$ cat src/sv/nearest_downscale_binarize_16x16_macros.svh
// Assertion macros shared by the downscale and binarize block.
`ifndef NEAREST_DOWNSCALE_BINARIZE_16X16_MACROS_SVH
`define NEAREST_DOWNSCALE_BINARIZE_16X16_MACROS_SVH

// The consequent must hold in the same cycle as the antecedent.
`define NDB_ASSERT_SAME(lbl, clk, rst, ante, cons, msg) \
  lbl: assert property (@(posedge clk) disable iff (rst) (ante) |-> (cons)) else $error(msg);

// The consequent must hold in the cycle after the antecedent.
`define NDB_ASSERT_NEXT(lbl, clk, rst, ante, cons, msg) \
  lbl: assert property (@(posedge clk) disable iff (rst) (ante) |=> (cons)) else $error(msg);

`endif

$ cat src/sv/ndb_pkg.sv
// Package with the shared constants of the downscale and binarize block.
`default_nettype none

package ndb_pkg;

  localparam int OUT_SIZE_DEF = 16;
  localparam int MAX_DIM_DEF = 2048;

  localparam int PIX_W = 8;
  localparam logic [PIX_W-1:0] PIX_WHITE = 8'hFF;

  localparam int CFG_DATA_W = 12;
  localparam int CFG_IDX_W = 4;
  localparam logic [CFG_DATA_W-1:0] DIM_RESET = 12'd16;

  localparam logic [CFG_IDX_W-1:0] REG_SRC_ROWS = 4'd0;
  localparam logic [CFG_IDX_W-1:0] REG_SRC_COLS = 4'd1;

endpackage

`default_nettype wire

$ cat src/sv/nearest_downscale_binarize_16x16.sv
// Top level of the nearest-neighbor downscale with binary threshold.
`default_nettype none

// Takes gray pixels in raster order, one per cycle, and produces an OUT_SIZE x OUT_SIZE
// binary image by nearest-neighbor sampling: a cell is 1 only where the sampled pixel is
// 255. Each sampled source row yields one word per output row that samples it, at the
// last pixel of that row, with last_of_run on the final word of the run and
// last_of_frame on output row OUT_SIZE-1. A word passes through the input, run and output
// registers. Pixels are taken every cycle but at a stall; the emitter sends one word per
// cycle while out_stall is low, so a row end stalls the input only while the previous run
// is still being sent, as when a source row is shorter than the run it follows or
// out_stall holds words back. Writing a size register restarts the frame.
module nearest_downscale_binarize_16x16 #(
  parameter int OUT_SIZE = ndb_pkg::OUT_SIZE_DEF,
  parameter int MAX_DIM = ndb_pkg::MAX_DIM_DEF
) (
  input  wire logic                            clk,
  input  wire logic                            rst,
  input  wire logic                            cfg_we,
  input  wire logic [ndb_pkg::CFG_IDX_W-1:0]   cfg_index,
  input  wire logic [ndb_pkg::CFG_DATA_W-1:0]  cfg_data,
  input  wire logic                            in_valid,
  output logic                                 in_stall,
  input  wire logic [ndb_pkg::PIX_W-1:0]       pixel,
  output logic                                 out_valid,
  input  wire logic                            out_stall,
  output logic      [$clog2(OUT_SIZE)-1:0]     out_row,
  output logic      [OUT_SIZE-1:0]             row_bits,
  output logic                                 last_of_run,
  output logic                                 last_of_frame
);

  localparam int DIM_W = $clog2(MAX_DIM + 1);
  localparam int CNT_W = $clog2(MAX_DIM);
  localparam int CMP_W = (DIM_W > ndb_pkg::CFG_DATA_W) ? DIM_W : ndb_pkg::CFG_DATA_W;

  logic [DIM_W-1:0] rows;
  logic [DIM_W-1:0] cols;

  logic [DIM_W-1:0]    dim_eff;
  logic                restart;
  logic                run_valid;
  logic                run_ready;
  logic [OUT_SIZE-1:0] run_mask;
  logic [OUT_SIZE-1:0] run_word;

  // Zero is taken as one and values above MAX_DIM as MAX_DIM.
  always_comb begin
    if (cfg_data == '0) begin
      dim_eff = DIM_W'(1);
    end else if (CMP_W'(cfg_data) > CMP_W'(MAX_DIM)) begin
      dim_eff = DIM_W'(MAX_DIM);
    end else begin
      dim_eff = DIM_W'(cfg_data);
    end
  end

  assign restart = cfg_we &&
                   ((cfg_index == ndb_pkg::REG_SRC_ROWS) || (cfg_index == ndb_pkg::REG_SRC_COLS));

  always_ff @(posedge clk) begin
    if (rst) begin
      rows <= DIM_W'(ndb_pkg::DIM_RESET);
      cols <= DIM_W'(ndb_pkg::DIM_RESET);
    end else if (cfg_we) begin
      if (cfg_index == ndb_pkg::REG_SRC_ROWS) begin
        rows <= dim_eff;
      end
      if (cfg_index == ndb_pkg::REG_SRC_COLS) begin
        cols <= dim_eff;
      end
    end
  end

  ndb_front #(
    .OUT_SIZE (OUT_SIZE),
    .DIM_W    (DIM_W),
    .CNT_W    (CNT_W)
  ) u_front (
    .clk       (clk),
    .rst       (rst),
    .restart   (restart),
    .rows      (rows),
    .cols      (cols),
    .in_valid  (in_valid),
    .in_stall  (in_stall),
    .pixel     (pixel),
    .run_valid (run_valid),
    .run_ready (run_ready),
    .run_mask  (run_mask),
    .run_word  (run_word)
  );

  ndb_emitter #(
    .OUT_SIZE (OUT_SIZE)
  ) u_emitter (
    .clk           (clk),
    .rst           (rst),
    .run_valid     (run_valid),
    .run_ready     (run_ready),
    .run_mask      (run_mask),
    .run_word      (run_word),
    .out_valid     (out_valid),
    .out_stall     (out_stall),
    .out_row       (out_row),
    .row_bits      (row_bits),
    .last_of_run   (last_of_run),
    .last_of_frame (last_of_frame)
  );

endmodule

`default_nettype wire

$ cat src/sv/ndb_match.sv
// Finds which output positions sample a given source position.
`default_nettype none

module ndb_match #(
  parameter int OUT_SIZE = 16,
  parameter int DIM_W = 12,
  parameter int CNT_W = 11
) (
  input  wire logic [DIM_W-1:0]    dim,
  input  wire logic [CNT_W-1:0]    count,
  output logic      [OUT_SIZE-1:0] mask
);

  localparam int OW = $clog2(OUT_SIZE);
  localparam int PROD_W = DIM_W + OW + 1;

  logic [PROD_W-1:0] lo;
  logic [PROD_W-1:0] hi;

  // Position i samples count when count*OUT_SIZE <= i*dim < (count+1)*OUT_SIZE.
  assign lo = PROD_W'(count) * PROD_W'(OUT_SIZE);
  assign hi = lo + PROD_W'(OUT_SIZE);

  for (genvar i = 0; i < OUT_SIZE; i++) begin : g_pos
    logic [PROD_W-1:0] prod;
    assign prod = PROD_W'(dim) * PROD_W'(i);
    assign mask[i] = (prod >= lo) && (prod < hi);
  end

endmodule

`default_nettype wire

$ cat src/sv/ndb_front.sv
// Input register, row and column counters and row word assembly.
`default_nettype none

`include "nearest_downscale_binarize_16x16_macros.svh"

module ndb_front #(
  parameter int OUT_SIZE = 16,
  parameter int DIM_W = 12,
  parameter int CNT_W = 11
) (
  input  wire logic                     clk,
  input  wire logic                     rst,
  input  wire logic                     restart,
  input  wire logic [DIM_W-1:0]         rows,
  input  wire logic [DIM_W-1:0]         cols,
  input  wire logic                     in_valid,
  output logic                          in_stall,
  input  wire logic [ndb_pkg::PIX_W-1:0] pixel,
  output logic                          run_valid,
  input  wire logic                     run_ready,
  output logic      [OUT_SIZE-1:0]      run_mask,
  output logic      [OUT_SIZE-1:0]      run_word
);

  logic                      in_q;
  logic [ndb_pkg::PIX_W-1:0] pix_q;
  logic [CNT_W-1:0]          col_count;
  logic [CNT_W-1:0]          row_count;
  logic [OUT_SIZE-1:0]       row_word;

  logic [OUT_SIZE-1:0] col_mask;
  logic [OUT_SIZE-1:0] row_mask;
  logic [OUT_SIZE-1:0] row_word_next;
  logic                hit;
  logic                col_last;
  logic                row_last;
  logic                row_end;
  logic                advance;

  ndb_match #(
    .OUT_SIZE (OUT_SIZE),
    .DIM_W    (DIM_W),
    .CNT_W    (CNT_W)
  ) u_col_match (
    .dim   (cols),
    .count (col_count),
    .mask  (col_mask)
  );

  ndb_match #(
    .OUT_SIZE (OUT_SIZE),
    .DIM_W    (DIM_W),
    .CNT_W    (CNT_W)
  ) u_row_match (
    .dim   (rows),
    .count (row_count),
    .mask  (row_mask)
  );

  assign hit = (pix_q == ndb_pkg::PIX_WHITE);
  assign row_word_next = (row_word & ~col_mask) | (col_mask & {OUT_SIZE{hit}});

  assign col_last = (DIM_W'(col_count) + DIM_W'(1)) == cols;
  assign row_last = (DIM_W'(row_count) + DIM_W'(1)) == rows;
  assign row_end = in_q && col_last;

  // A row end with sampling output rows hands a run to the emitter.
  assign run_valid = row_end && (row_mask != '0);
  assign run_mask = row_mask;
  assign run_word = row_word_next;

  assign advance = in_q && (!run_valid || run_ready);
  assign in_stall = in_q && !advance;

  always_ff @(posedge clk) begin
    if (rst) begin
      in_q <= 1'b0;
    end else if (in_valid && !in_stall) begin
      in_q <= 1'b1;
    end else if (advance) begin
      in_q <= 1'b0;
    end
  end

  always_ff @(posedge clk) begin
    if (in_valid && !in_stall) begin
      pix_q <= pixel;
    end
  end

  always_ff @(posedge clk) begin
    if (rst || restart) begin
      col_count <= '0;
      row_count <= '0;
      row_word <= '0;
    end else if (advance) begin
      if (col_last) begin
        col_count <= '0;
        row_word <= '0;
        if (row_last) begin
          row_count <= '0;
        end else begin
          row_count <= row_count + CNT_W'(1);
        end
      end else begin
        col_count <= col_count + CNT_W'(1);
        row_word <= row_word_next;
      end
    end
  end

  `NDB_ASSERT_NEXT(a_row_end_clears, clk, rst, advance && col_last && !restart, col_count == '0 && row_word == '0, "Row end did not clear the column count and row word.")
  `NDB_ASSERT_SAME(a_stall_only_held, clk, rst, in_stall, in_q && run_valid, "Input stalled without a waiting run.")

endmodule

`default_nettype wire

$ cat src/sv/ndb_emitter.sv
// Sends the row word once for each output row of a run, through an output register.
`default_nettype none

`include "nearest_downscale_binarize_16x16_macros.svh"

module ndb_emitter #(
  parameter int OUT_SIZE = 16
) (
  input  wire logic                        clk,
  input  wire logic                        rst,
  input  wire logic                        run_valid,
  output logic                             run_ready,
  input  wire logic [OUT_SIZE-1:0]         run_mask,
  input  wire logic [OUT_SIZE-1:0]         run_word,
  output logic                             out_valid,
  input  wire logic                        out_stall,
  output logic      [$clog2(OUT_SIZE)-1:0] out_row,
  output logic      [OUT_SIZE-1:0]         row_bits,
  output logic                             last_of_run,
  output logic                             last_of_frame
);

  localparam int OW = $clog2(OUT_SIZE);

  logic [OUT_SIZE-1:0] rem;
  logic [OUT_SIZE-1:0] wrd;

  logic [OUT_SIZE-1:0] rem_after;
  logic [OW-1:0]       idx;
  logic                out_free;
  logic                pop;

  always_comb begin
    idx = '0;
    for (int i = OUT_SIZE - 1; i >= 0; i--) begin
      if (rem[i]) begin
        idx = OW'(i);
      end
    end
  end

  assign rem_after = rem & (rem - OUT_SIZE'(1));
  assign out_free = !out_valid || !out_stall;
  assign pop = (rem != '0) && out_free;
  assign run_ready = (rem == '0) || (pop && (rem_after == '0));

  always_ff @(posedge clk) begin
    if (rst) begin
      rem <= '0;
    end else if (run_valid && run_ready) begin
      rem <= run_mask;
    end else if (pop) begin
      rem <= rem_after;
    end
  end

  always_ff @(posedge clk) begin
    if (run_valid && run_ready) begin
      wrd <= run_word;
    end
  end

  always_ff @(posedge clk) begin
    if (rst) begin
      out_valid <= 1'b0;
    end else if (pop) begin
      out_valid <= 1'b1;
    end else if (!out_stall) begin
      out_valid <= 1'b0;
    end
  end

  always_ff @(posedge clk) begin
    if (pop) begin
      out_row <= idx;
      row_bits <= wrd;
      last_of_run <= (rem_after == '0);
      last_of_frame <= (idx == OW'(OUT_SIZE - 1));
    end
  end

  `NDB_ASSERT_NEXT(a_load_nonempty, clk, rst, run_valid && run_ready, rem != '0, "A run was loaded with no output rows.")
  `NDB_ASSERT_NEXT(a_last_marked, clk, rst, pop && (rem_after == '0), out_valid && last_of_run, "The final word of a run is not marked last.")
  `NDB_ASSERT_SAME(a_run_pending, clk, rst, out_valid && !last_of_run, rem != '0, "A run ended without a word marked last.")

endmodule

`default_nettype wire

$ cat config.mk
export PLATFORM = sky130hd
export DESIGN_NAME = nearest_downscale_binarize_16x16
export DESIGN_NICKNAME = d
export VERILOG_FILES = /design/src/sv/ndb_pkg.sv /design/src/sv/nearest_downscale_binarize_16x16.sv /design/src/sv/ndb_match.sv /design/src/sv/ndb_front.sv /design/src/sv/ndb_emitter.sv
export VERILOG_INCLUDE_DIRS = /design/src /design/src/sv
export SDC_FILE = /design/constraint.sdc
export NUM_CORES = 1
export LEC_CHECK = 0
export BUFFER_PORTS_ARGS = -buffer_cell sky130_fd_sc_hd__buf_2
export CORE_MARGIN = 1
export CORE_UTILIZATION = 47
export CTS_CLUSTER_SIZE = 30
export DETAILED_ROUTE_END_ITERATION = 10
export PLACE_DENSITY = 0.66
export SLEW_MARGIN = 20
export SYNTH_ARGS = -nofsm -noshare
export SYNTH_HDL_FRONTEND = slang
export SYNTH_SLANG_ARGS = --single-unit
$ cat constraint.sdc
create_clock -name clk -period 18.15 [get_ports clk]
set_input_delay 2.7225 -clock clk [delete_from_list [all_inputs] [get_ports clk]]
set_output_delay 2.7225 -clock clk [all_outputs]
set_load 0.03 [all_outputs]
# Word-level counts from Yosys, hierarchy flattened
# Cells that the tools add are included.
[totals] reg_bits=126 mem_bits_rw=0 latchBits=0 mem_count=0 rom_bits=0 inputBits=29 output_inout_bits=24
[classes] magnitude_cmp=65 n_mux=27 reduce_logical=62 n_eq_ne=6 mul=22 div=0 bitwise_logic=5 add_sub_neg=7 shifts=0
[ops] op="16-bit by 15-bit >= comparator with 1-bit output" count=14
[ops] op="16-bit less-than comparator" count=14
[ops] op="15-bit by 16-bit less-than comparator with 1-bit output" count=8
[ops] op="12-bit by 4-bit multiplier with 16-bit output (second input constant)" count=8
[ops] op="15-bit >= comparator" count=8
[ops] op="12-bit by 3-bit multiplier with 15-bit output (second input constant)" count=8
[ops] op="12-bit by 2-bit multiplier with 14-bit output (second input constant)" count=6
[ops] op="14-bit by 16-bit less-than comparator with 1-bit output" count=4
[ops] op="4-bit two-way mux" count=16
[ops] op="14-bit by 15-bit >= comparator with 1-bit output" count=4
[ops] op="16-bit AND" count=3
[ops] op="16-bit two-way mux" count=3
[ops] op="1-bit logical AND" count=41
[ops] op="15-bit by 5-bit adder with 16-bit output (second input constant)" count=2
[ops] op="16-bit zero test" count=2
[ops] op="1-bit by 16-bit less-than comparator with 1-bit output (first input constant)" count=2
[ops] op="12-bit by 16-bit less-than comparator with 1-bit output" count=2
[ops] op="13-bit by 16-bit less-than comparator with 1-bit output" count=2
[ops] op="16-bit nonzero test" count=2
[ops] op="1-bit by 15-bit >= comparator with 1-bit output (first input constant)" count=2
[ops] op="12-bit by 15-bit >= comparator with 1-bit output" count=2
[ops] op="13-bit by 15-bit >= comparator with 1-bit output" count=2
[ops] op="11-bit by 1-bit adder with 12-bit output (second input constant)" count=2
[ops] op="12-bit == test" count=2
[ops] op="other kinds (18)" count=35

# Longest topological paths before layout
# Gate-level depths: netlist (run 1).
[logic_depth] word_depth=17 mapped_depth=27 mapped_depth_nobuf=26

# Cells and area by module
# Synthesis (run 1) repeated with hierarchy kept, for this count alone.
[unflattened] cells_unflattened=3283 area_unflattened_um2=29518.3
[modules_own_cells] mod="ndb_match at u_front.u_col_match" cells_per_inst=1315 seq_area_each_um2=0.0 n_inst=1 area_each_um2=11542.3
[modules_own_cells] mod="ndb_match at u_front.u_row_match" cells_per_inst=1288 seq_area_each_um2=0.0 n_inst=1 area_each_um2=11446.0
[modules_own_cells] mod="ndb_front" cells_per_inst=362 seq_area_each_um2=1021.0 n_inst=1 area_each_um2=3051.7
[modules_own_cells] mod="ndb_emitter" cells_per_inst=205 seq_area_each_um2=1481.4 n_inst=1 area_each_um2=2449.8
[modules_own_cells] mod="nearest_downscale_binarize_16x16" cells_per_inst=113 seq_area_each_um2=480.5 n_inst=1 area_each_um2=1028.5

# Least setup slack after synthesis (run 1)
# OpenSTA, ideal clock, no wires.
[synth_timing] kind="reg2out" from="register rows[3]" to="output port in_stall" stages_incl_launch_ff=24 path_slack_ns=9.559 path_buffers=0 arrival_ns=5.869 cell_sequence="dfxtp_1 -> fa_1 -> fa_1 -> ha_1 -> nor2b_1 -> o21ai_0 -> nand2_1 -> a21o_1 -> a21o_1 -> a21o_1 -> a21oi_1 -> a2bb2oi_1 -> nor2b_1 -> xnor2_1 -> ha_1 -> o21ai_0 -> nand2b_1 -> a21oi_1 -> a21oi_1 -> a2111o_1 -> o211a_1 -> nor3_1 -> nand2_1 -> and3_1"
[synth_via] elab_chain_cells=10 word_cells_on_any_way=63 cone_classes="11 x mul; 30 x order compare; 22 x reduce/logical"
[synth_lines] element="start: declaration" line_no="nearest_downscale_binarize_16x16.sv:37" text="logic [DIM_W-1:0] rows;"
[synth_lines] element="start signal: assignment" line_no="nearest_downscale_binarize_16x16.sv:63" text="rows <= DIM_W'(ndb_pkg::DIM_RESET);"
[synth_lines] element="start signal: assignment" line_no="nearest_downscale_binarize_16x16.sv:67" text="rows <= dim_eff;"
[synth_lines] element="12-bit by 2-bit multiplier with 14-bit output (tied with other cells)" line_no="ndb_match.sv:26" text="assign prod = PROD_W'(dim) * PROD_W'(i);"
[synth_lines] element="14-bit by 16-bit less-than comparator with 1-bit output (tied with other cells)" line_no="ndb_match.sv:27" text="assign mask[i] = (prod >= lo) && (prod < hi);"
[synth_lines] element="1-bit logical AND" line_no="ndb_match.sv:27"
[synth_lines] element="16-bit nonzero test *" line_no="ndb_front.sv:68" text="assign run_valid = row_end && (row_mask != '0);"
[synth_lines] element="1-bit logical AND *" line_no="ndb_front.sv:68"
[synth_lines] element="1-bit zero test *" line_no="ndb_front.sv:72" text="assign advance = in_q && (!run_valid || run_ready);"
[synth_lines] element="1-bit logical OR *" line_no="ndb_front.sv:72"
[synth_lines] element="1-bit logical AND *" line_no="ndb_front.sv:72"
[synth_lines] element="1-bit zero test *" line_no="ndb_front.sv:73" text="assign in_stall = in_q && !advance;"
[synth_lines] element="1-bit logical AND *" line_no="ndb_front.sv:73"
[synth_lines] element="end: declaration" line_no="nearest_downscale_binarize_16x16.sv:23" text="output logic in_stall,"
# Mark *: on every way between the ends. The rest lies on a longest branch, timed or not.

# Worst setup path in the final report (run 1)
[layout_timing] from="register rows[2]" to="output port in_stall"
# Same word-level chain as after synthesis.

==> metrics.csv, run 1 <==
stage,metric,value,unit
timing,Setup Viol. Count Final,0,
timing,Tmin final,9.96,ns
clock_tree,Num CTS Buffers,17,
clock_tree,clk buf depth,2,
worst_setup_path,WP data required,15.43,ns
floorplanning,DIE HEIGHT,250,µm
hold_path,min-delay src,u_emitter.wrd[11],
grt,vias in the first global route,24600,
route,final WL,86500,µm
floorplanning,Die Area,62300,µm²
place,Place WS,8.73,ns
floorplanning,# IOs,53,
clock_tree,H-tree levels,4,
grt,gr usage total,0.277,
grt,first-pass GRT wire length,136000,µm
worst_setup_path,worst-path fanout max,16,
route,DRC,0,
place,placer congestion estimate,0.908,
floorplanning,site row count,90,
cells_and_area,Multi-input gate area,24700,µm²
grt,Overflow after GRT,0,
synth,Synth Register Bits,126,
clock_tree,Post-CTS Setup Inserts,0,
route,Starting DRT DRC Count,1589,
clock_tree,number of hold buffers added after cts,0,
clock_tree,worst skew pair latency,0.46,ns
synth,synth unique cells,96,
synth,Post-synth EDFFs,46,
timing,Worst Tran Pin Value,1.05,ns
route,vias per std cell,6.06,
cells_and_area,area grow syn2layout,7.84,%
cells_and_area,layout cell share with drive strength beyond 1,0.0690,
place,PortBufs,52,
cells_and_area,Layout Nets,4336,
clock_tree,Post-CTS Resized,0,
place,# placed instances,4099,
synth,syn_nets,4240,
clock_tree,CTS tree,built,
synth,Synth Cell Area,28800,µm²
grt,initial antenna violation count,2,
route,Antenna Nets Post-Route,0,
synth,syn avg cell area,8.90,µm²
synth,Ys Warns,0,
timing,RSZ-0062 raised after global routing,no,
grt,largest net degree at the start of global routing,43,
synth,fraction of registers with async set/reset,0,
timing,Rel. slew slack,0.298,
run,Max Cap Viol,0,
timing,Max Transition Viols Final,0,
worst_setup_path,worst reg2reg path startpoint,rows[2],
worst_setup_path,WP data arrival,7.24,ns
timing,fin crit share,0.549,
floorplanning,Core ar.,60500,µm²
floorplanning,Die Wd,250,µm
timing,number of hold violations in the final report,0,
worst_setup_path,Crit Path Class,register to output pin,
timing,Final Worst Setup Slack,8.19,ns
pwr,Worst VDD drop,0.0000589,V
place,Post-DP HPWL,65900,µm
outcome,outcome,"complete, no violations",
pwr,Leakage Power,15.0,nW
worst_setup_path,crit path from,rows[2],
clock_tree,clock slew at the register clock pins of the worst setup and hold paths,0.07,ns
floorplanning,Initial Util,0.477,
hold_path,HP Class,register to register,
timing,Peak Freq,100,MHz
pwr,PwrDens,28.1,nW/µm²
route,via count,25100,
cells_and_area,Final Non-Filler Cells,4133,
synth,Post-synth top flop,dfxtp_1,
worst_setup_path,Setup crit end kind,output pin,
cells_and_area,Fill cells,5711,
timing,setup_tns,0,ns
worst_setup_path,crit start category,register,
route,WL per Instance,20.9,µm
route,1st-pass router iterations,6,
synth,synthesized instance count,3240,
clock_tree,Root Driver,clkbuf_16,
synth,sequential share of the synthesized area,0.103,
timing,clk_skew,0.0221,ns
clock_tree,# clock sinks,126,
cells_and_area,storage element area,2980,µm²
==> placed cells by master (no fill, tap or decap), types with 29 or more instances in the layout <==
cell        n
dfxtp_1    80
buf_2      52
edfxtp_1   46
a21o_1     93
nor2b_1    55
inv_1     269
o21a_1     84
nand3_1    55
ha_1      863
a21oi_1   230
nor3_1     52
nand2b_1   42
xnor2_1   122
fa_1      108
o211ai_1   36
buf_4      65
nand2_1   136
nor2_1    167
a31oi_1    29
xor2_1     37
nand4_1    29
o21ai_0   199
a211oi_1   45
==> where the power goes <==
part | leakage [nW] | total (mW) | internal [mW] | switching (mW)
Clock | 0.298 | 0.355 | 0.187 | 0.168
Sequential | 1.10 | 0.295 | 0.293 | 0.00181
Combinational | 13.6 | 0.222 | 0.0916 | 0.130
==> metrics by stage <==
step / instance area, µm² / power [mW] / utilization / hold WS (ns)
CTS: 31100 / 0.876 / 0.514 / 0.422
global route: 31100 / 0.915 / 0.514 / 0.427
global placement: 30500 / 0.518 / 0.504 / 0.401
finish: 31100 / 0.873 / 0.514 / 0.420
floorplan: 28800 / 0.457 / - / 0.400
detailed placement: 30500 / 0.521 / 0.504 / 0.405
==> synthesized netlist by cell type (12+ instances only) <==
master | count | share of area
nor4_1 | 21 | 0.0046
and3_1 | 16 | 0.0035
a211oi_1 | 45 | 0.012
o31ai_1 | 23 | 0.0060
nand3_1 | 55 | 0.0095
o41ai_1 | 16 | 0.0049
inv_1 | 269 | 0.035
or2_2 | 19 | 0.0041
o2111ai_1 | 21 | 0.0064
a21boi_0 | 16 | 0.0042
dfxtp_1 | 80 | 0.056
a2111oi_0 | 21 | 0.0064
clkbuf_1 | 30 | 0.0039
o21a_1 | 84 | 0.022
o21ai_0 | 199 | 0.035
edfxtp_1 | 46 | 0.048
nor2b_1 | 55 | 0.012
o221ai_1 | 12 | 0.0036
nand2_1 | 136 | 0.018
xor2_1 | 37 | 0.011
nor3_1 | 53 | 0.0092
a21o_1 | 93 | 0.024
or3_1 | 12 | 0.0026
nand2b_1 | 42 | 0.0091
nor2_1 | 167 | 0.022
o21bai_1 | 24 | 0.0063
o211ai_1 | 36 | 0.0094
nand3b_1 | 12 | 0.0031
fa_1 | 108 | 0.075
xnor2_1 | 133 | 0.040
nor3b_1 | 13 | 0.0034
a31oi_1 | 29 | 0.0063
ha_1 | 863 | 0.37
a21oi_1 | 230 | 0.040
nand4_1 | 29 | 0.0063
==> worst paths after layout <==
kind	endpoint	slack [ns]	cells past startpoint
worst min register to register	u_emitter.row_bits[11]	0.42	0
worst min-delay path	u_emitter.row_bits[11]	0.42	0
worst max register to register	u_front.pix_q[7]	10.63	24
worst max-delay path	in_stall	8.19	24
==> layer usage <==
layer  GRT usage  vias up  part of all wire
met5           0        -                 0
met2       0.498      617              0.49
met4       0.130        0             0.048
met3      0.0278      185             0.049
li1            -    12300                 -
met1       0.329    11900              0.42
==> state kept, by name, indices dropped and copies added, names as in the netlist <==
signal                   count
cols                        12
u_emitter.last_of_frame      1
u_emitter.rem               16
u_front.pix_q                8
u_emitter.wrd               16
u_emitter.last_of_run        1
u_front.in_q                 1
u_front.row_count           11
u_front.row_word            16
u_front.col_count           11
u_emitter.out_valid          1
rows                        12
u_emitter.out_row            4
u_emitter.row_bits          16
==> critical path: stages (launching register included) <==
cell	delay, ns
dfxtp_1	0.84
fa_1	0.62
fa_1	0.49
ha_1	0.35
nor2b_1	0.14
o21ai_0	0.15
nand2_1	0.10
a21o_1	0.18
a21o_1	0.19
a21o_1	0.18
a21oi_1	0.22
a2bb2oi_1	0.28
nor2b_1	0.20
xnor2_1	0.17
ha_1	0.27
o21ai_0	0.16
nand2b_1	0.08
a21oi_1	0.15
a21oi_1	0.07
a2111o_1	0.36
o211a_1	0.28
nor3_1	0.68
nand2_1	0.22
and3_1	0.23
buf_2	0.19
==> cell families after synthesis <==
| family | after synthesis | synth area share |
|---|---|---|
| adder cells (fa/ha/maj) | 973 | 0.450 |
| AO/OA/AOI/OAI | 953 | 0.219 |
| AND/OR/NAND/NOR | 683 | 0.124 |
| buffers and inverters | 312 | 0.0419 |
| XOR/XNOR | 173 | 0.0538 |
| flip-flops | 126 | 0.103 |
| multiplexers | 20 | 0.00742 |
==> cell type report <==
class	count	share of cell area
multi-input combinational	2802	0.796
clock inverter	15	0.00592
timing repair buffer	117	0.0241
clock buffer	17	0.0137
inverter	272	0.0328
sequential	126	0.0960
tap	782	0.0315
antenna	2	0.000161
(Power assumes the default switching activity.)
==> run 2: changes to the inputs <==
--- a/config.mk
+++ b/config.mk
@@ -11,7 +11,7 @@
 export CORE_UTILIZATION = 47
 export CTS_CLUSTER_SIZE = 30
 export DETAILED_ROUTE_END_ITERATION = 10
-export PLACE_DENSITY = 0.66
+export PLACE_DENSITY = 0.68
 export SLEW_MARGIN = 20
 export SYNTH_ARGS = -nofsm -noshare
 export SYNTH_HDL_FRONTEND = slang
==> constraint.sdc (replaced) <==
create_clock -name clk -period 8.9 [get_ports clk]
set_input_delay 1.335 -clock clk [delete_from_list [all_inputs] [get_ports clk]]
set_output_delay 1.335 -clock clk [all_outputs]
set_load 0.03 [all_outputs]
==> run 2 against run 1 <==
Effect of this change: count of clock-buffer cells in the layout stayed put; critical path depth is 1 higher; cell count hardly changed; first-iteration DRC count is 8.6% lower; combinational power is 100% higher.
==> metrics.csv, run 2 (synthesis results as in run 1) <==
stage,metric,value,unit
outcome,outcome,"complete, no violations",
worst_setup_path,worst-path fanout max,12,
worst_setup_path,Crit path largest cell delay,0.67,ns
clock_tree,Root Driver,clkbuf_16,
route,WL per Instance,20.8,µm
cells_and_area,area grow syn2layout,7.86,%
cells_and_area,Util after Layout,0.514,
clock_tree,worst skew pair latency,0.46,ns
clock_tree,Num CTS Buffers,17,
route,Antenna Nets Post-Route,0,
grt,first-pass GRT wire length,135000,µm
hold_path,HP Class,register to register,
timing,Peak Freq,121,MHz
grt,Overflow after GRT,0,
timing,fin crit share,0.930,
floorplanning,DIE HEIGHT,250,µm
cells_and_area,Fill cells,5655,
worst_setup_path,Buf/Inv on CP,2,
pwr,Worst VDD drop,0.000118,V
cells_and_area,"most common cell after layout, fill and taps aside",ha_1,
worst_setup_path,crit start category,register,
floorplanning,# IOs,53,
cells_and_area,"commonest cells after routing, fill and taps aside","863 x ha_1, 269 x inv_1, 230 x a21oi_1",
timing,Setup Viol. Count Final,0,
timing,Worst Tran Pin Value,1.11,ns
worst_setup_path,Crit Path Class,register to output pin,
timing,setup_tns,0,ns
floorplanning,Core ar.,60500,µm²
worst_setup_path,WP data required,7.57,ns
worst_setup_path,CP Depth,25,
floorplanning,site row count,90,
hold_path,worst hold path depth,0,
place,Place WS,1.19,ns
worst_setup_path,CP max stage cell,nor3_1,
floorplanning,Die Wd,250,µm
pwr,Leakage Power,15.0,nW
run,Max Cap Viol,0,
grt,gr usage total,0.275,
worst_setup_path,Register-to-Register Path Depth,25,
timing,Rel. slew slack,0.255,
place,placer congestion estimate,0.915,
place,PortBufs,52,
timing,Max Transition Viols Final,0,
timing,Tmin final,8.28,ns
timing,hold slack,0.423,ns
route,DRC,0,
timing,RSZ-0062 raised after global routing,no,
clock_tree,CTS tree,built,
route,via count,25200,
clock_tree,number of hold buffers added after cts,0,
clock_tree,clk buf depth,2,
clock_tree,H-tree levels,4,
worst_setup_path,Crit path max-delay family,compound AO/OA/AOI/OAI gates,
timing,Final Worst Setup Slack,0.620,ns
cells_and_area,layout cell share with drive strength beyond 1,0.0696,
route,1st-pass router iterations,5,
worst_setup_path,WP data arrival,6.94,ns
cells_and_area,diodes inserted,0,
grt,initial antenna violation count,0,
worst_setup_path,Setup crit end kind,output pin,
clock_tree,Post-CTS Setup Inserts,0,
grt,largest net degree at the start of global routing,43,
route,vias per std cell,6.09,
clock_tree,# clock sinks,126,
grt,vias in the first global route,25000,
clock_tree,clock slew at the register clock pins of the worst setup and hold paths,0.07,ns
floorplanning,Die Area,62300,µm²
place,Post-DP HPWL,65800,µm
cells_and_area,Layout Nets,4337,
floorplanning,Initial Util,0.477,
pwr,PwrDens,57.1,nW/µm²
clock_tree,Post-CTS Resized,0,
timing,clk_skew,0.0161,ns
timing,number of hold violations in the final report,0,
route,final WL,85900,µm
route,Starting DRT DRC Count,1453,
## run 2: cell count changes in the layout (fill, tap and decap cells not counted), sizes merged
cell / change
bufinv: +1
clkinvlp: +2
inv: +2
diode: -2
clkinv: -5
buf: +1
## run 2: final cells by class
cell class              count  area (µm²)  area share
clock buffers              17         425      0.0137
clock inverters            15         170     0.00547
inverters                 272        1020      0.0328
multi-input cells        2802       24800       0.796
flip-flops and latches    126        2980      0.0959
well taps                 782         978      0.0315
repair buffers            118         756      0.0243
## run 2: routing by layer
layer  vias to the layer above  routed length, µm  global-route usage
met5                         -                  0                   0
met4                         0               4390               0.141
met3                       206               4140              0.0313
met2                       654              41300               0.486
met1                     12000              36000               0.328
li1                      12300                  -                   -
## run 2: worst paths after layout
path / from / end / slack, ns
worst max register to register: rows[2] / u_front.pix_q[2] / 1.68
worst min register to register: u_emitter.wrd[7] / u_emitter.row_bits[7] / 0.42
worst max-delay path: rows[2] / in_stall / 0.62
worst min-delay path: u_emitter.wrd[7] / u_emitter.row_bits[7] / 0.42
## run 2: metrics by stage
stage / total power, mW / std cells / cell area (µm²)
floorplan: 0.932 / 3240 / 28800
global placement: 1.06 / 4100 / 30500
detailed placement: 1.06 / 4100 / 30500
CTS: 1.78 / 4132 / 31100
global route: 1.86 / 4132 / 31100
finish: 1.77 / 4132 / 31100
## run 2: power by group
part / internal, mW / total [mW] / switching (mW)
Sequential: 0.599 / 0.603 / 0.00416
Combinational: 0.187 / 0.454 / 0.267
Clock: 0.400 / 0.718 / 0.318
Total: 1.19 / 1.77 / 0.589
==> run 3: changes to the inputs <==
--- a/config.mk
+++ b/config.mk
@@ -8,10 +8,10 @@
 export LEC_CHECK = 0
 export BUFFER_PORTS_ARGS = -buffer_cell sky130_fd_sc_hd__buf_2
 export CORE_MARGIN = 1
-export CORE_UTILIZATION = 47
+export CORE_UTILIZATION = 60
 export CTS_CLUSTER_SIZE = 30
 export DETAILED_ROUTE_END_ITERATION = 10
-export PLACE_DENSITY = 0.68
+export PLACE_DENSITY = 0.83
 export SLEW_MARGIN = 20
 export SYNTH_ARGS = -nofsm -noshare
 export SYNTH_HDL_FRONTEND = slang
==> run 3 against run 2 <==
Effect of this change: flip-flop and latch count stayed put; largest cell class unchanged; worst setup slack better by 0.011 ns; utilization is 14 points higher; cell area is 0.77% lower; critical path depth is 3 lower; cell count is 4.3% lower; sequential share of layout area is 0.075 points higher.
==> metrics.csv, run 3 (synthesis results as in run 1) <==
stage,metric,value,unit
route,via count,26100,
timing,fin crit share,0.929,
route,1st-pass router iterations,7,
grt,largest net degree at the start of global routing,43,
cells_and_area,diodes inserted,0,
clock_tree,worst skew pair latency,0.48,ns
worst_setup_path,Crit Path Class,register to output pin,
clock_tree,Num CTS Buffers,17,
timing,Rel. slew slack,0.224,
route,vias per std cell,6.61,
cells_and_area,"commonest cells after routing, fill and taps aside","863 x ha_1, 269 x inv_1, 230 x a21oi_1",
clock_tree,clock slew at the register clock pins of the worst setup and hold paths,0.06,ns
worst_setup_path,WP data required,7.57,ns
timing,Peak Freq,121,MHz
route,DRC,0,
route,Starting DRT DRC Count,1932,
timing,Tmin final,8.27,ns
timing,Setup Viol. Count Final,0,
worst_setup_path,CP endpoint,in_stall,
worst_setup_path,worst r2r dst,u_front.row_word[13],
pwr,Worst VDD drop,0.000136,V
cells_and_area,Layout Nets,4334,
floorplanning,Initial Util,0.614,
clock_tree,Post-CTS Setup Inserts,0,
clock_tree,CTS tree,built,
route,Top Metal Used,met4,
route,met2 WL,39800,µm
floorplanning,DIE HEIGHT,221,µm
cells_and_area,"most common cell after layout, fill and taps aside",ha_1,
grt,vias in the first global route,26400,
place,placer congestion estimate,0.988,
floorplanning,Core ar.,47000,µm²
worst_setup_path,crit path from,rows[1],
pwr,PwrDens,58.6,nW/µm²
cells_and_area,Final Non-Filler Cells,3954,
worst_setup_path,crit start category,register,
clock_tree,number of hold buffers added after cts,0,
place,Post-DP HPWL,63900,µm
pwr,Leakage Power,15.0,nW
worst_setup_path,Register-to-Register Path Depth,22,
timing,Worst Tran Pin Value,1.16,ns
worst_setup_path,WP data arrival,6.93,ns
worst_setup_path,worst reg2reg path startpoint,rows[1],
grt,Overflow after GRT,0,
timing,Max Transition Viols Final,0,
place,# placed instances,3922,
grt,gr usage total,0.348,
route,metal3 WL,6120,µm
timing,number of hold violations in the final report,0,
grt,first-pass GRT wire length,136000,µm
outcome,outcome,"complete, no violations",
floorplanning,Die Area,48900,µm²
worst_setup_path,worst-path fanout max,10,
route,final WL,85500,µm
place,PortBufs,52,
pwr,Design Power,1.81,mW
clock_tree,Root Driver,clkbuf_16,
clock_tree,H-tree levels,4,
clock_tree,Post-CTS Resized,0,
floorplanning,Die Wd,221,µm
route,Antenna Nets Post-Route,0,
timing,setup_tns,0,ns
cells_and_area,area grow syn2layout,7.02,%
place,Place WS,1.22,ns
route,WL per Instance,21.6,µm
grt,initial antenna violation count,0,
cells_and_area,Fill cells,3785,
cells_and_area,design area,30800,µm²
floorplanning,site row count,79,
worst_setup_path,Setup crit end kind,output pin,
timing,RSZ-0062 raised after global routing,no,
timing,Final Worst Setup Slack,0.631,ns
timing,clk_skew,0.0327,ns
route,routed length on met1,32800,µm
worst_setup_path,r2r setup slk,1.66,ns
hold_path,HP Class,register to register,
floorplanning,# IOs,53,
clock_tree,clk buf depth,2,
cells_and_area,layout cell share with drive strength beyond 1,0.0684,
clock_tree,# clock sinks,126,
place,area post-placement,30200,µm²
hold_path,worst hold path depth,0,
run,Max Cap Viol,0,
[run 3: cell count changes in the layout (fill, tap and decap cells not counted)]
cell,delta
buf_4,-3
bufinv_16,+1
clkinv_8,-1
clkinvlp_4,+2
inv_8,-2
nor3_1,+1
nor3_2,-1
[run 3: metal layers]
metal / vias up / track usage
met3: 426 / 0.0495
met5: - / 0
met4: 0 / 0.257
li1: 12300 / -
met1: 12300 / 0.390
met2: 1145 / 0.604
[run 3: cell type report]
class / count / area (µm²) / area share
Multi-Input combinational cell: 2802 / 24800 / 0.802
Tap cell: 607 / 759 / 0.0246
Clock inverter: 15 / 176 / 0.00572
Inverter: 272 / 1020 / 0.0331
Timing Repair Buffer: 115 / 733 / 0.0238
Sequential cell: 126 / 2980 / 0.0967
Clock buffer: 17 / 425 / 0.0138
[run 3: worst min-delay path by stage]
stage	end	start
final	u_emitter.row_bits[6]	u_emitter.wrd[6]
after global routing	u_emitter.row_bits[6]	u_emitter.wrd[6]
after CTS	u_emitter.row_bits[6]	u_emitter.wrd[6]
after detailed placement	u_emitter.row_bits[6]	u_emitter.wrd[6]
after global placement	u_emitter.row_bits[8]	u_emitter.wrd[8]
after floorplan	u_emitter.row_bits[0]	u_emitter.wrd[0]
[run 3: metrics by stage]
stage | hold WS [ns] | util
6_report | 0.423 | 0.657
3_3_place_gp | 0.402 | 0.644
4_1_cts | 0.422 | 0.657
5_1_grt | 0.426 | 0.657
2_1_floorplan | 0.400 | -
3_5_place_dp | 0.409 | 0.644
[run 3: power breakdown]
group / internal, mW / leakage [nW] / switching (mW)
combinational: 0.189 / 13.6 / 0.272
sequential: 0.599 / 1.10 / 0.00346
clock: 0.423 / 0.284 / 0.322
total: 1.21 / 15.0 / 0.598
[run 3: worst max-delay path, cell delays in order (launching register included)]
cell and delay, ns:
dfxtp_1 0.67, fa_1 0.57, ha_1 0.33, a21o_1 0.18, a21oi_1 0.24, o21bai_1 0.09
a21oi_1 0.24, o21ai_0 0.11, a21oi_1 0.26, o21bai_1 0.10, a21oi_1 0.33, xnor2_1 0.28
ha_1 0.35, a2111oi_0 0.36, o21ai_0 0.14, a31oi_1 0.17, a21oi_1 0.10, o211ai_1 0.57
o21ai_0 0.30, nor4_4 0.46, nand2_1 0.20, and3_1 0.23, buf_2 0.18
